$ cat config.mk
export PLATFORM = sky130hd
export DESIGN_NAME = tfn_cell
export DESIGN_NICKNAME = d
export VERILOG_FILES = /design/src/sv/tfn_pkg.sv /design/src/sv/tfn_cell.sv
export SDC_FILE = /design/constraint.sdc
export NUM_CORES = 2
export LEC_CHECK = 0
export BUFFER_PORTS_ARGS = -buffer_cell sky130_fd_sc_hd__buf_2
export CAP_MARGIN = 20
export CELL_PAD_IN_SITES_DETAIL_PLACEMENT = 0
export CELL_PAD_IN_SITES_GLOBAL_PLACEMENT = 1
export CORE_AREA = 2 2 597 599
export CTS_CLUSTER_DIAMETER = 120
export DETAILED_ROUTE_END_ITERATION = 8
export DIE_AREA = 0 0 599 601
export HOLD_SLACK_MARGIN = 0.05
export PLACE_DENSITY = 0.63
export SLEW_MARGIN = 5
export SYNTH_ARGS = -nofsm -noshare
export SYNTH_HDL_FRONTEND = slang
export SYNTH_SLANG_ARGS = --single-unit
$ cat constraint.sdc
create_clock -name clk -period 8.6 [get_ports clk]
set_input_delay 1.72 -clock clk [delete_from_list [all_inputs] [get_ports clk]]
set_output_delay 1.72 -clock clk [all_outputs]
set_load 0.01 [all_outputs]
$ cat src/sv/tfn_pkg.sv
// Shared widths and beat types for the triangle face normal block.
package tfn_pkg;

  localparam int CW  = 16;          // corner coordinate width
  localparam int NW  = 16;          // normal component width
  localparam int FB  = NW - 2;      // fraction bits of the normal
  localparam int QW  = FB + 1;      // magnitude bits of the normal
  localparam int EW  = CW + 1;      // edge vector width
  localparam int PW  = 2 * EW;      // signed edge product width
  localparam int XW  = PW + 1;      // signed cross component width
  localparam int MW  = XW - 1;      // cross component magnitude width
  localparam int SQW = 2 * MW;      // squared magnitude width
  localparam int SW  = SQW + 2;     // sum of three squares width
  localparam int W   = SW + 2 * FB + 3;  // working width of the root cells

  typedef struct packed {
    logic signed [CW-1:0] a_x;
    logic signed [CW-1:0] a_y;
    logic signed [CW-1:0] a_z;
    logic signed [CW-1:0] b_x;
    logic signed [CW-1:0] b_y;
    logic signed [CW-1:0] b_z;
    logic signed [CW-1:0] c_x;
    logic signed [CW-1:0] c_y;
    logic signed [CW-1:0] c_z;
  } corners_t;

  typedef struct packed {
    logic signed [NW-1:0] norm_x;
    logic signed [NW-1:0] norm_y;
    logic signed [NW-1:0] norm_z;
    logic                 degenerate;
  } normal_t;

  // Data handed from one root cell to the next.
  typedef struct packed {
    logic                 valid;
    logic                 zero;
    logic [2:0]           neg;
    logic [W-1:0]         t;
    logic [2:0][W-1:0]    p;
    logic [2:0][W-1:0]    d;
    logic [2:0][QW-1:0]   q;
  } cell_t;

endpackage

$ cat src/sv/tfn_cell.sv
// One root cell: settles one bit of each normal magnitude.
module tfn_cell (
  input  logic           clk,
  input  logic           rst,
  input  logic           en,
  input  tfn_pkg::cell_t din,
  output tfn_pkg::cell_t dout
);

  tfn_pkg::cell_t nx;
  logic [tfn_pkg::W-1:0] delta;
  logic take;

  // With t = S*4^b and p = S*Y*2^(b+1), setting bit b grows q^2*S by p + t.
  always_comb begin
    nx = din;
    delta = '0;
    take = 1'b0;
    for (int i = 0; i < 3; i++) begin
      delta = din.p[i] + din.t;
      take  = (delta <= din.d[i]);
      nx.d[i] = take ? din.d[i] - delta : din.d[i];
      nx.p[i] = (take ? din.p[i] + (din.t << 1) : din.p[i]) >> 1;
      nx.q[i] = {din.q[i][tfn_pkg::QW-2:0], take};
    end
    nx.t = din.t >> 2;
  end

  always_ff @(posedge clk) begin
    if (rst) begin
      dout.valid <= 1'b0;
    end else if (en) begin
      dout.valid <= nx.valid;
    end
    if (en) begin
      dout.zero <= nx.zero;
      dout.neg  <= nx.neg;
      dout.t    <= nx.t;
      dout.p    <= nx.p;
      dout.d    <= nx.d;
      dout.q    <= nx.q;
    end
  end

endmodule

==> reports/metrics.yaml <==
run_status:
  status: "finished, final reports clean"
die:
  die_x_um: 599
  io_pins: 1517
  die_area_um2: 360000
  die_h_um: 601
  initial_core_util: 0.2374
  coreArea_um2: 354000
  rows: 219
clocking:
  cts_made_buffers: 112
  root_buffer: "clkbuf_16"
  cts.path.max_buffers: 4
  htree_num_levels: 3
  postCtsHoldBufs: 0
  cts.sinks: 752
  cts_tree: "yes"
  clk_latency_ps: 880
  clk_pin_slew_ps: 60
global_route:
  gr-total-overflow: 0
  grt.total_usage: 0.2756
  antenna_found_initial: 169
  grt_pass1_wl_mm: 702.2
  grt_pass1_vias: 91110
  grt_start_max_net_pins: 126
drt:
  wl_per_cell_um: 29.04
  antenna_left: 0
  vias: 93600
  wl_mm: 520.2
  remaining_drc_errors: 0
  firstDrtPassIters: 6
  first_iter_violations: 8006
  vias_per_cell: 5.225
layout:
  design_area_um2: 110100
  fin_util: 0.3111
  top_register: "dout"
  reg.largest.list: "dout (752)"
  nNetsFinal: 14650
  syn2layout_area_growth_pct: 31.01
  layout-drive-gt1-share: 0.2406
  n_fill_cell: 38970
  largest_reg_flops: 752
  instances_no_fill: 17910
timing:
  finClkSkew_ps: 0
  rsz0062_at_grt: "false"
  slew_violations: 0
  timing.final.crit_share: 0.9732
  period_minus_slack_ps: 8370
  finalSetupViolCount: 0
  worstMarginPinSlew_ps: 1187
  fmax_mhz: 119.5
  final_hold_viol_count: 0
  relSlewSlack: 0.2017
power:
  p_leak_nw: 48.52
  cellPowerDensity_nw_per_um2: 221.8
  power_mw: 24.43
  ir_drop_v: 0.0001548
setup_path:
  cp_slowest_cell: "or4_1"
  critPathMaxStageDelay_ps: 530
  timing_worst_setup_path_type: "primary input to flip-flop"
  cpMostUsedCell: "buf_4"
  critPathCaptureType: "flip-flop"
  worstPathArrival_ps: 9000
  cp_max_fo: 13
  crit_required_ps: 9230
  critPathLaunchType: "primary input"
place:
  place_hpwl_mm: 451.3
  globalplace.congestion: 0.9892
  port_buffers: 1508
  place_area_um2: 106100
  dpl.cell_count: 17620
synth:
  syn_area_um2: 84060
  synthArstFlopShare: 0
  synth_seq_cells: 752
  synth-edff-count: 751
  ys_warn_count: 0
  ys_types: 106
  syn_area_per_cell_um2: 7.970
  ys_seq_area_frac: 0.2685
  synth_flop_cell: "edfxtp_1"
  syn_inst: 10550
flow_run:
  maxCapViolations: 0
hold_path:
  hp-class: "flip-flop to flip-flop"
[cell type report]
type,instances,area (um^2),share of cell area
Sequential cell,752,22570,0.2050
Tap cell,4751,5944,0.05398
Antenna cell,87,217.7,0.001977
Inverter,307,1160,0.01053
Timing Repair Buffer,2877,18380,0.1669
Multi-Input combinational cell,8933,58120,0.5277
Clock inverter,75,849.6,0.007714
Clock buffer,130,2892,0.02626
[worst max-delay path: cells and delay by family]
family / cells / cell delay [ps]
simple gates: 7 / 1540
compound gates: 12 / 3180
xor+xnor: 1 / 180
buf+inv: 8 / 1430
fa+ha+maj: 3 / 930
[cell families after synthesis]
family / count (synthesis) / share of synthesized area
other cells: 1 / 0.00004461
xor+xnor: 856 / 0.08919
fa+ha+maj: 909 / 0.1361
flops: 752 / 0.2685
compound gates: 3980 / 0.2895
simple gates: 3170 / 0.1741
mux: 13 / 0.001637
buf+inv: 866 / 0.04092
[cell usage in the layout (no fill, tap or decap), drive strengths merged, types with 158 or more instances in the layout]
cell,n
buf,2875
a21oi,1375
nand2,1252
o21ai,1042
ha,900
edfxtp,751
nor2,745
xnor2,514
a21o,511
nand4,352
xor2,342
inv,315
o21bai,250
nor3,167
nand3,158
[layer usage]
| layer | vias to the layer above | wire, um | track usage |
|---|---|---|---|
| met5 | - | 57 | 0 |
| met4 | 8 | 30810 | 0.1477 |
| met3 | 764 | 32010 | 0.04186 |
| met2 | 3348 | 238800 | 0.4517 |
| met1 | 45150 | 218500 | 0.3465 |
| li1 | 44330 | - | - |
[worst paths after layout]
kind	start	slack (ps)	depth (start not counted)	to
worst min register to register	dout[756]$_SDFFE_PP0P_	510	2	dout[756]$_SDFFE_PP0P_
worst min-delay path	dout[756]$_SDFFE_PP0P_	510	2	dout[756]$_SDFFE_PP0P_
worst max-delay path	din[651]	230	31	dout[399]$_DFFE_PP_
worst max register to register	dout[756]$_SDFFE_PP0P_	8000	2	dout[756]$_SDFFE_PP0P_
[metrics by stage]
stage	hold WS, ps	setup WS [ps]	setup TNS [ps]
6_report	510.1	230.1	0
3_3_place_gp	477.0	-974.9	-345510
2_1_floorplan	527.9	938.7	0
5_1_grt	545.8	24.67	0
3_5_place_dp	500.6	-994.4	-373320
4_1_cts	514.2	81.49	0
[power by group]
group	internal (mW)	switching, mW
sequential	5.21	0.365
clock	2.86	2.06
combinational	5.39	8.55
[cells in the mapped netlist (158+ instances only)]
| master | number | share of area |
|---|---|---|
| a21o_1 | 511 | 0.046 |
| a21oi_1 | 1375 | 0.082 |
| clkbuf_1 | 435 | 0.019 |
| edfxtp_1 | 751 | 0.27 |
| ha_1 | 900 | 0.13 |
| inv_1 | 304 | 0.014 |
| nand2_1 | 1252 | 0.056 |
| nand3_1 | 158 | 0.0094 |
| nand4_1 | 352 | 0.026 |
| nor2_1 | 745 | 0.033 |
| nor3_1 | 166 | 0.0099 |
| o21ai_0 | 801 | 0.048 |
| o21ai_1 | 241 | 0.014 |
| o21bai_1 | 250 | 0.022 |
| xnor2_1 | 514 | 0.054 |
| xor2_1 | 342 | 0.036 |
[what timing repair did]
action | CTS | global route
cloned | 0 | 1
buffers inserted | 0 | 1
gates resized for setup | 1 | 6
endpoints found under the setup margin | 77 | 311
pin swaps | 0 | 2
Power figures use the tool's default switching activity.
